--- src/hw/rtl/sau_pkg.sv ---
// Package for the stack arithmetic unit.
// Holds the operation, status and shift codes and the result record.
// No dependencies.
`timescale 1ns / 1ps
`default_nettype none

package sau_pkg;

  localparam int unsigned DATA_W = 16;

  typedef enum logic [3:0] {
    OP_PUSH = 4'd0,
    OP_ADD  = 4'd1,
    OP_SUB  = 4'd2,
    OP_NEG  = 4'd3,
    OP_EQ   = 4'd4,
    OP_GT   = 4'd5,
    OP_LT   = 4'd6,
    OP_AND  = 4'd7,
    OP_OR   = 4'd8,
    OP_NOT  = 4'd9
  } op_t;

  typedef enum logic [1:0] {
    ST_OK    = 2'd0,
    ST_UNDER = 2'd1,
    ST_OVER  = 2'd2
  } status_t;

  typedef enum logic [1:0] {
    SH_HOLD = 2'd0,
    SH_PUSH = 2'd1,
    SH_POP1 = 2'd2,
    SH_POP2 = 2'd3
  } shift_t;

  typedef struct packed {
    logic [DATA_W-1:0] value;
    status_t           status;
  } res_t;

endpackage

`default_nettype wire

--- src/hw/rtl/sau_cell.sv ---
// One stack entry of the shifting stack chain.
// Loads from the entry above on a push, or from one or two entries below on a pop.
// Depends on sau_pkg.
`timescale 1ns / 1ps
`default_nettype none

module sau_cell
  import sau_pkg::*;
(
  input  wire logic              clk,
  input  wire shift_t            shift,
  input  wire logic [DATA_W-1:0] above,
  input  wire logic [DATA_W-1:0] below1,
  input  wire logic [DATA_W-1:0] below2,
  output logic      [DATA_W-1:0] q
);

  logic [DATA_W-1:0] q_r;
  logic [DATA_W-1:0] q_nxt;

  always_comb begin
    case (shift)
      SH_PUSH: q_nxt = above;
      SH_POP1: q_nxt = below1;
      SH_POP2: q_nxt = below2;
      default: q_nxt = q_r;
    endcase
  end

  always_ff @(posedge clk) begin
    q_r <= q_nxt;
  end

  assign q = q_r;

endmodule

`default_nettype wire

--- config.mk ---
export PLATFORM = sky130hd
export DESIGN_NAME = sau_cell
export DESIGN_NICKNAME = d
export VERILOG_FILES = /design/src/hw/rtl/sau_pkg.sv /design/src/hw/rtl/sau_cell.sv
export SDC_FILE = /design/constraint.sdc
export NUM_CORES = 1
export LEC_CHECK = 0
export BUFFER_PORTS_ARGS = -buffer_cell sky130_fd_sc_hd__buf_2
export CORE_AREA = 2 2 51 53
export DETAILED_ROUTE_END_ITERATION = 6
export DIE_AREA = 0 0 53 55
export GPL_TIMING_DRIVEN = 0
export PLACE_DENSITY = 0.78
export SLEW_MARGIN = 0
export SYNTH_ARGS = -nofsm -noshare
export SYNTH_HDL_FRONTEND = slang
export SYNTH_SLANG_ARGS = --single-unit
export TNS_END_PERCENT = 30
--- constraint.sdc ---
create_clock -name clk -period 1.83 [get_ports clk]
set_clock_uncertainty 0.2 [all_clocks]
set_input_delay 0.183 -clock clk [delete_from_list [all_inputs] [get_ports clk]]
set_output_delay 0.183 -clock clk [all_outputs]
set_load 0.02 [all_outputs]
# --- After elaboration in Yosys (flattened, before gate mapping) ---
# Cells that the tools add are included.
totals:
  reg_bits: 16
  inputBits: 51
  out_inout_bits: 16
classes:
  n_eq_ne: 3
  n_reduce_logical: 1
  mux: 1
op_table:
  columns: ["op", "count"]
  rows:
  - ["16-bit one-hot mux with 3 select lines", 1]
  - ["2-bit == test, second input constant", 2]
  - ["3-bit nonzero test", 1]
  - ["2-bit by 1-bit == test with 1-bit output, second input constant", 1]

# --- Longest topological paths before layout ---
depth:
  ltp_word: 2
  mapped_depth: 4
  mapped_depth_nobuf: 2

# --- Worst setup path after synthesis ---
# Ideal clock, no wire load.
synth_path:
  path_type: "input port to flip-flop"
  from: "input shift[0]"
  to: "register q_r[0] (netlist: q[0]), enable pin"
  path_buffers: 2
  required_time_ps: 1339
  path_slack_ps: 471
  cell_stages: 3
  arrival_time_ps: 869
  setup_ps: 291
  path_cell_list: "buf_6 -> buf_12 -> or2_2"
synth_via:
  elab_chain_len: 2
  word_cells_on_any_way: 4
  cone_classes: "eq/ne: 3; reduce/logical: 1"
synth_rtl:
  columns: ["item", "line", "text"]
  rows:
  - ["from (decl)", "sau_cell.sv:11", "input wire shift_t shift,"]
  - ["2-bit == test / 2-bit by 1-bit == test with 1-bit output (equally long branches)", "sau_cell.sv:22", "case (shift)"]
  - ["3-bit nonzero test (no source line) (*)", null, null]
  - ["to (signal assigned)", "sau_cell.sv:31", "q_r <= q_nxt;"]
  - ["to (decl)", "sau_cell.sv:18", "logic [DATA_W-1:0] q_r;"]
# Every way passes the cells marked *; elsewhere a longest branch is shown, timed or not.
# A chain may end at the register's enable or synchronous reset.

# --- Worst setup path after layout ---
layout_path:
  from: "register q_r[12] (netlist: q[12])"
  to: "output q[12]"
layout_lines:
  columns: ["item", "line", "text"]
  rows:
  - ["to (decl)", "sau_cell.sv:15", "output logic [DATA_W-1:0] q"]
# No word-level cell between the ends.

==> results.json <==
{
  "synth_area_leader_cell": "edfxtp_1",
  "fp-row-count": 18,
  "clkPwrFrac_pct": 21.3,
  "drt_wl_total_um": 1870,
  "drt.antenna.violating_nets": 0,
  "leakage_nw": 0.606,
  "die_h_um": 55,
  "avgSynthCellArea_um2": 11.8,
  "clockBufferDepth": 2,
  "end_kind": "output pin",
  "critPathMaxStageDelay_ns": 0.38,
  "stdcell_area_um2": 1220,
  "port_buffers": 64,
  "ys_seq_elements": 16,
  "internal-power_mw": 0.635,
  "routed_via_density": 4.71,
  "rsz0062_at_grt": "false",
  "clk_pin_slew_ns": 0.09,
  "place_congestion": 0.655,
  "pre_cts_ws_ns": 0.385,
  "cts_buffers": 3,
  "cts_hold_buffers": 0,
  "cts_sinks": 16,
  "finalHoldViolCount": 0,
  "cts_root_buffer": "clkbuf_4",
  "postSynthCellCount": 71,
  "slew_headroom_pct": 74.8,
  "cts_resized": 0,
  "initialDrtViolationCount": 9,
  "io_pins": 67,
  "crit_buf_inv": 1,
  "setup_viol": 0,
  "dp_hpwl_um": 1500,
  "fin_nets": 191,
  "fin_ws_ns": 0.618,
  "critPathLaunchType": "flop",
  "tns_ns": 0,
  "cts_max_level": 1,
  "required_ns": 1.45,
  "grt_max_degree": 17,
  "fin_crit_sh_pct": 66.2,
  "cap_violations": 0,
  "fin_crit_ns": 1.21,
  "stdcell_count": 169,
  "fmax_ghz": 0.825,
  "fin_util_pct": 51.7,
  "diodes": 0,
  "holdWs_ns": 0.0173,
  "n_fill_cell": 221,
  "synth_area_leaders": "edfxtp_1, mux2i_1, a21oi_1",
  "dpl-instance-area_um2": 1200,
  "start_util_pct": 35.5,
  "crit_fanout": 1,
  "crit_chain": "buf_2",
  "coreArea_um2": 2360,
  "drc": 0,
  "antenna_found_initial": 0,
  "grt_usage_pct": 13.5,
  "layout-drive-gt1-share_pct": 52.5,
  "synth_edf_count": 16,
  "yosysTopAreaCellShare_pct": 57.2,
  "post-cts-setup-buffer-count": 0,
  "largest_register_ff_count": 16,
  "power_mw": 0.879,
  "cp_top_family": "flip-flops",
  "p_switching_mw": 0.245,
  "dp_cells": 165,
  "cts_tree": "built",
  "worst_pin_slew_ns": 0.378,
  "cp_slowest_cell": "edfxtp_1",
  "hp-class": "in -> reg",
  "synthArstFlopShare_pct": 0,
  "swShare_pct": 27.8,
  "pwr-share-comb_pct": 26.3,
  "synth_commonest_cells": "a21oi_1, edfxtp_1, mux2i_1, nor2_1, buf_2",
  "synthDistinctLibCells": 10,
  "die_area_um2": 2920,
  "syn-cell-area_um2": 840,
  "die_w_um": 53,
  "synth_warnings": 0,
  "yosysSeqAreaShare_pct": 57.2,
  "drt-pass1-iter-count": 4,
  "status": "complete, no violations",
  "synth_flop_cell": "edfxtp_1",
  "first_global_vias": 662,
  "area_growth_syn_to_layout_pct": 45.8,
  "ir_drop_uv": 387,
  "dr_total_vias": 796,
  "grt-ovfl-total": 0,
  "grt_pass1_wl_um": 2790,
  "pwr_density_cell_nw_per_um2": 719,
  "worstPathArrival_ns": 0.83,
  "power.share.sequential_pct": 52.4,
  "syn-num-nets": 122,
  "slew_viol_final": 0,
  "worstSetupPathType": "reg -> out",
  "routedWlPerCell_um": 11.1
}
==> placed cells by master (no fill, tap or decap) <==
| cell type | synthesis | final |
|---|---|---|
| buf_4 | 1 | 1 |
| edfxtp_1 | 16 | 16 |
| buf_2 | 2 | 66 |
| nor2_1 | 16 | 16 |
| or2_2 | 1 | 1 |
| buf_12 | 1 | 1 |
| a21oi_1 | 16 | 16 |
| mux2i_1 | 16 | 16 |
| clkbuf_1 | 1 | 1 |
| buf_6 | 1 | 1 |
| clkbuf_4 | 0 | 3 |
| clkinv_1 | 0 | 1 |
==> worst paths after layout <==
check  cells past startpoint            start               to  slack (ns)
min                        3        above[11]  q[11]$_DFFE_PP_        0.02
max                        1  q[12]$_DFFE_PP_            q[12]        0.62
==> metal layers <==
layer	global-route usage [%]	up-vias	wire [µm]
met5	0	-	0
met1	15.9	354	746
met2	24.4	43	932
met4	5.13	0	9
met3	2.96	2	180
li1	-	397	-
==> power by group through the flow <==
stage	clock [mW]	sequential (mW)	combinational, mW
after CTS	0.195	0.462	0.234
after global placement	0	0.469	0.228
after global routing	0.210	0.464	0.253
final	0.187	0.461	0.231
after detailed placement	0	0.469	0.234
after floorplan	0	0.530	0.0738
==> layout make-up <==
type                    instances  area [µm²]  share of cell area [%]
clock inverters                 1        3.75                   0.307
multi-input cells              49         307                    25.1
flip-flops and latches         16         480                    39.3
well taps                      30        37.5                    3.07
repair buffers                 64         320                    26.2
plain buffers                   6        52.6                    4.29
clock buffers                   3        22.5                    1.84
==> kinds of logic after synthesis <==
| family | Yosys count | share of synthesized area, % |
|---|---|---|
| buf+inv | 6 | 6.26 |
| compound gates | 16 | 9.54 |
| flops | 16 | 57.2 |
| mux | 16 | 19.1 |
| simple gates | 17 | 7.90 |
Power figures use the tool's default switching activity.
