[config.mk]
export PLATFORM = sky130hd
export DESIGN_NAME = sau_alu
export DESIGN_NICKNAME = d
export VERILOG_FILES = /design/src/hw/rtl/sau_pkg.sv /design/src/hw/rtl/sau_alu.sv
export SDC_FILE = /design/constraint.sdc
export NUM_CORES = 1
export LEC_CHECK = 0
export ABC_AREA = 1
export ABC_CLOCK_PERIOD_IN_PS = 3540
export BUFFER_PORTS_ARGS = -buffer_cell sky130_fd_sc_hd__buf_4
export CAP_MARGIN = 10
export CORE_AREA = 2 2 132 82
export DETAILED_ROUTE_END_ITERATION = 10
export DIE_AREA = 0 0 134 84
export MAX_ROUTING_LAYER = met4
export PLACE_DENSITY = 0.59
export SETUP_SLACK_MARGIN = 0.15
export SLEW_MARGIN = 25
export SYNTH_ARGS = -nofsm -noshare
export SYNTH_HDL_FRONTEND = slang
export SYNTH_SLANG_ARGS = --single-unit
[constraint.sdc]
create_clock -name vclk -period 3.54
set_input_delay 0.177 -clock vclk [all_inputs]
set_output_delay 0.177 -clock vclk [all_outputs]
set_load 0.02 [all_outputs]
[src/hw/rtl/sau_pkg.sv]
// Package for the stack arithmetic unit.
// Holds the operation, status and shift codes and the result record.
// No dependencies.
`timescale 1ns / 1ps
`default_nettype none

package sau_pkg;

  localparam int unsigned DATA_W = 16;

  typedef enum logic [3:0] {
    OP_PUSH = 4'd0,
    OP_ADD  = 4'd1,
    OP_SUB  = 4'd2,
    OP_NEG  = 4'd3,
    OP_EQ   = 4'd4,
    OP_GT   = 4'd5,
    OP_LT   = 4'd6,
    OP_AND  = 4'd7,
    OP_OR   = 4'd8,
    OP_NOT  = 4'd9
  } op_t;

  typedef enum logic [1:0] {
    ST_OK    = 2'd0,
    ST_UNDER = 2'd1,
    ST_OVER  = 2'd2
  } status_t;

  typedef enum logic [1:0] {
    SH_HOLD = 2'd0,
    SH_PUSH = 2'd1,
    SH_POP1 = 2'd2,
    SH_POP2 = 2'd3
  } shift_t;

  typedef struct packed {
    logic [DATA_W-1:0] value;
    status_t           status;
  } res_t;

endpackage

`default_nettype wire

[src/hw/rtl/sau_alu.sv]
// Operation decode and arithmetic on the two top entries of the stack.
// Produces the result record, the shift command for the chain and the next count.
// Depends on sau_pkg.
`timescale 1ns / 1ps
`default_nettype none

module sau_alu
  import sau_pkg::*;
#(
  parameter int unsigned CNT_W = 9,
  parameter int unsigned STACK_DEPTH = 256
)
(
  input  wire op_t               op,
  input  wire logic [DATA_W-1:0] x,
  input  wire logic [DATA_W-1:0] y,
  input  wire logic [CNT_W-1:0]  cnt,
  output res_t                   res,
  output shift_t                 shift,
  output logic      [CNT_W-1:0]  cnt_nxt
);

  localparam logic [CNT_W-1:0] DepthC = CNT_W'(STACK_DEPTH);
  localparam logic [DATA_W-1:0] AllOnes = {DATA_W{1'b1}};

  always_comb begin
    res.value  = '0;
    res.status = ST_OK;
    shift      = SH_HOLD;
    cnt_nxt    = cnt;
    case (op)
      OP_PUSH: begin
        if (cnt == DepthC) begin
          res.status = ST_OVER;
        end else begin
          shift   = SH_PUSH;
          cnt_nxt = cnt + CNT_W'(1);
        end
      end
      OP_NEG, OP_NOT: begin
        if (cnt == '0) begin
          res.status = ST_UNDER;
        end else begin
          shift   = SH_POP1;
          cnt_nxt = cnt - CNT_W'(1);
          res.value = (op == OP_NEG) ? (DATA_W'(0) - y) : ~y;
        end
      end
      OP_ADD, OP_SUB, OP_EQ, OP_GT, OP_LT, OP_AND, OP_OR: begin
        if (cnt < CNT_W'(2)) begin
          res.status = ST_UNDER;
        end else begin
          shift   = SH_POP2;
          cnt_nxt = cnt - CNT_W'(2);
          case (op)
            OP_ADD:  res.value = x + y;
            OP_SUB:  res.value = x - y;
            OP_EQ:   res.value = (x == y) ? AllOnes : '0;
            OP_GT:   res.value = ($signed(x) > $signed(y)) ? AllOnes : '0;
            OP_LT:   res.value = ($signed(x) < $signed(y)) ? AllOnes : '0;
            OP_AND:  res.value = x & y;
            default: res.value = x | y;
          endcase
        end
      end
      default: begin
        res.value = '0;
      end
    endcase
  end

endmodule

`default_nettype wire

## After elaboration in Yosys (flattened, before gate mapping)

Cells that the tools add are included.

- Eq/ne operators: 11
- Muxes and demuxes: 20
- Magnitude comparators: 3
- Add/subtract/negate cells: 6
- Bitwise logic cells: 3
- Reductions and logical operators: 4

Operator list:

| kind | count |
|---|---|
| 2-to-1 mux 16 bit | 6 |
| case mux 16 bit (6 select lines) | 1 |
| case mux 16 bit (2 select lines) | 1 |
| 2-to-1 mux 9 bit | 3 |
| case mux 9 bit (3 select lines) | 1 |
| adder 16 bit | 1 |
| AND 16 bit | 1 |
| == test 16 bit | 1 |
| == test 4 x 3 -> 1 bit (second input constant) | 4 |
| > comparator 16 bit | 1 |
| less-than comparator 16 bit | 1 |
| NOT 16 bit | 1 |
| bitwise OR 16 bit | 1 |
| subtractor 1 x 16 -> 16 bit (first input constant) | 1 |
| subtractor 16 bit | 1 |
| case mux 2 bit (3 select lines) | 2 |
| adder 9 x 1 -> 9 bit (second input constant) | 1 |
| == test 9 bit (second input constant) | 1 |
| logical NOT 9 bit | 1 |
| less-than comparator 9 x 2 -> 1 bit (second input constant) | 1 |
| subtractor 9 x 1 -> 9 bit (second input constant) | 1 |
| subtractor 9 x 2 -> 9 bit (second input constant) | 1 |
| == test 4 x 2 -> 1 bit (second input constant) | 2 |
| == test 4 bit (second input constant) | 2 |
| 6 further kinds | 10 |

- Input port bits: 45
- Register bits: 0
- Logic and storage cells: 47

## Depth between registers and ports, before layout

- Depth after elaboration: 5
- Mapped depth: 18

## Worst setup path before layout

No wires, ideal clock.

- Kind: input port to output port
- From: in x[0]
- To: out res[8] (netlist bit)
- Buffers on the path: 1
- Arrival: 2.018 ns
- Stages on the path: 16
- Required time: 3.363 ns
- Setup slack: 1.345 ns
- Path through: inv_1 -> ha_1 -> fa_1 -> o21ai_1 -> nand3_2 -> nand2_2 -> nand2_2 -> nand2_1 -> nand2_1 -> nand3_1 -> nand2_2 -> nor2_4 -> buf_6 -> nand3_2 -> nand2_1 -> nand2_1

RTL lines:

| element | line | source |
|---|---|---|
| from (decl) | sau_alu.sv:15 | `input wire logic [DATA_W-1:0] x,` |
| to (decl) | sau_alu.sv:18 | `output res_t res,` |

==> summary.txt <==
Run status - finished, final reports clean
Max_slew headroom - 59.1%
MaxCap Viol Count - 0
Maximum VDD drop - 75.9 uV
Syn Area/Cell - 5.42 sq um
Die height - 84 um
1st-iter DRT viols - 671
Mapped Nets - 850
Final setup fails - 0
Gates resized, CTS repair - 0
Final std cells w/o fill - 949
Full die area - 11300 sq um
Netlist cell types - 49
First-pass GRT wire length - 26600 um
FP Rows - 29
Number of vias per cell - 5.51
RSZ-0062 raised after global routing - false
Highest metal used - met4
Storage cell area - 0 sq um
Cell mode on critical path - nand2_1
Fin crit period - 2910 ps
Vias - 5232
Startpoint Class - input port
CP max-delay cell - ha_1
Synth top area share - 17.8%
GRT Total Usage - 30.4%
Clkbuf count - 0
Number of port buffers - 74
I/O Pins - 74
Max incr delay on CP - 450 ps
Pwr dens - 157 nW/um^2
WHS - 719 ps
Pin count of the biggest net entering global routing - 18
Chip width - 134 um
Residual DRC - 0
Area leader, netlist - nand2_1
Synthesized area - 4050 sq um
P_leak - 2.53 nW
Final ANT Viol Nets - 0
Core area - 10200 sq um
Tcrit/Tclk final - 82.1%
Postcts setup bufs - 0
Routed wl met2 - 6240 um
Final #Nets - 915
Total gr overflow - 0
Dpl hpwl - 14100 um
Worst setup EP type - output pin
Initial antenna violation count - 0
FFs & Latches - 0
Slew at the pin with the worst max-slew slack - 612 ps
Syn-to-layout area delta - 16.5%
CP max FO - 11
Wl on met1 - 8600 um
Final hold violation count - 0
Worst path arrival time - 2730 ps
Area contributors post-synth - nand2_1 18%, ha_1 17%, nand3_1 9.4%
Setup TNS - 0 ps
Seq/Total Area, Yosys - 0%
Fin. max-slew vios - 0
DR WL/cell - 17.7 um
Vias in the first global route - 4841
Max Freq - 344 MHz
Critical Path, Cell by Cell - buf_4, inv_1, ha_1, nor2_2, and2_1, nand2_1, clkinv_1, nand2_2, nand2_1, nand2_1, nand3_1, nand2_2, nor2_4, nand2_1, nand2_1, o21ai_1, buf_4
GPL Wtd Cong - 1.05
Initial Util - 39.7%
Syn Inst Count - 747
CTS Hold Buffers Added - 0
DP Cell Count - 949
Share of cells above drive strength 1 - 17.8%
Ant. Diodes - 0
Routed WL - 16800 um
Min-Delay Path Class - input port to output pin
Met3 wire len - 1820 um
Synth warn - 0
Worst path required time - 3360 ps
Pre-antenna DRT Iters - 5
Crit Path Class - input port to output pin
Layout fillers - 1156
final cells by class:
cell class | instances | area, sq um | area share (%)
timing repair buffer | 81 | 608 | 12.9
tap | 139 | 174 | 3.69
inverter | 126 | 482 | 10.2
multi-input combinational | 603 | 3450 | 73.2
power breakdown:
part / switching (mW) / internal, mW
Sequential: 0 / 0
Combinational: 0.488 / 0.253
Clock: 0 / 0
per-stage QoR:
step | instance area [sq um] | total power [mW] | setup slack, ps | utilization, %
after floorplan | 4050 | 0.456 | 1340 | -
after global placement | 4710 | 0.718 | 796 | 46.2
after detailed placement | 4710 | 0.718 | 717 | 46.2
after CTS | 4710 | 0.722 | 703 | 46.2
after global routing | 4710 | 0.807 | 410 | 46.2
final | 4710 | 0.740 | 632 | 46.2
critical path, delay by kind of cell:
kind | cells | cell delay [ps]
and+or+nand+nor | 11 | 1610
adders and majority gates | 1 | 450
buffers and inverters | 4 | 430
AOI/OAI and AO/OA | 1 | 70
synthesized netlist by cell type (8+ instances only):
cell type	number
nand2_1	192
inv_2	19
ha_1	56
buf_2	9
nand3_2	10
a21oi_1	52
nand3_1	76
nor3_1	9
nor2_1	73
nor2_2	8
nand2_2	8
xor2_1	9
inv_1	101
o21ai_0	40
final timing paths:
| kind | cells after the start | endpoint | slack [ps] | start |
|---|---|---|---|---|
| worst max-delay path | 17 | res[3] | 630 | y[11] |
| worst min-delay path | 4 | cnt_nxt[7] | 720 | cnt[7] |
per-layer routing:
layer  vias up  GRT usage [%]
li1       2554              -
met1      2385           48.0
met2       275           40.2
met3        18           5.53
met4         0           2.80
met5         -              -
cell usage in the layout (no fill, tap or decap), types with 3 or more instances in the layout:
| cell type | synthesis | routed |
|---|---|---|
| a31oi_1 | 4 | 4 |
| nor4_1 | 3 | 3 |
| nor3_1 | 9 | 9 |
| nor2_4 | 5 | 5 |
| o21bai_1 | 3 | 3 |
| a21o_1 | 3 | 3 |
| o211ai_1 | 4 | 4 |
| nand2_1 | 192 | 192 |
| inv_2 | 19 | 19 |
| xor2_1 | 9 | 9 |
| o21ai_1 | 6 | 6 |
| inv_1 | 101 | 101 |
| buf_4 | 6 | 81 |
| o31ai_1 | 3 | 3 |
| nor2_2 | 8 | 8 |
| nand3_2 | 10 | 10 |
| clkinv_1 | 3 | 3 |
| a21oi_1 | 52 | 52 |
| nand2_2 | 8 | 8 |
| and2_1 | 3 | 3 |
| nand4_1 | 6 | 6 |
| nand3_1 | 76 | 76 |
| o2111ai_1 | 5 | 5 |
| nor2_1 | 73 | 73 |
| o21ai_0 | 40 | 40 |
| ha_1 | 56 | 56 |
cell families (layout without fill, tap and decap cells):
family / after synthesis / in the layout / share of synthesized area, %
AOI/OAI and AO/OA: 133 / 133 / 19.3
xor gates and xnor gates: 11 / 11 / 2.38
adders and majority gates: 58 / 58 / 18.3
buffers and inverters: 144 / 207 / 14.8
and+or+nand+nor: 401 / 401 / 45.3
Power figures use the tool's default switching activity.
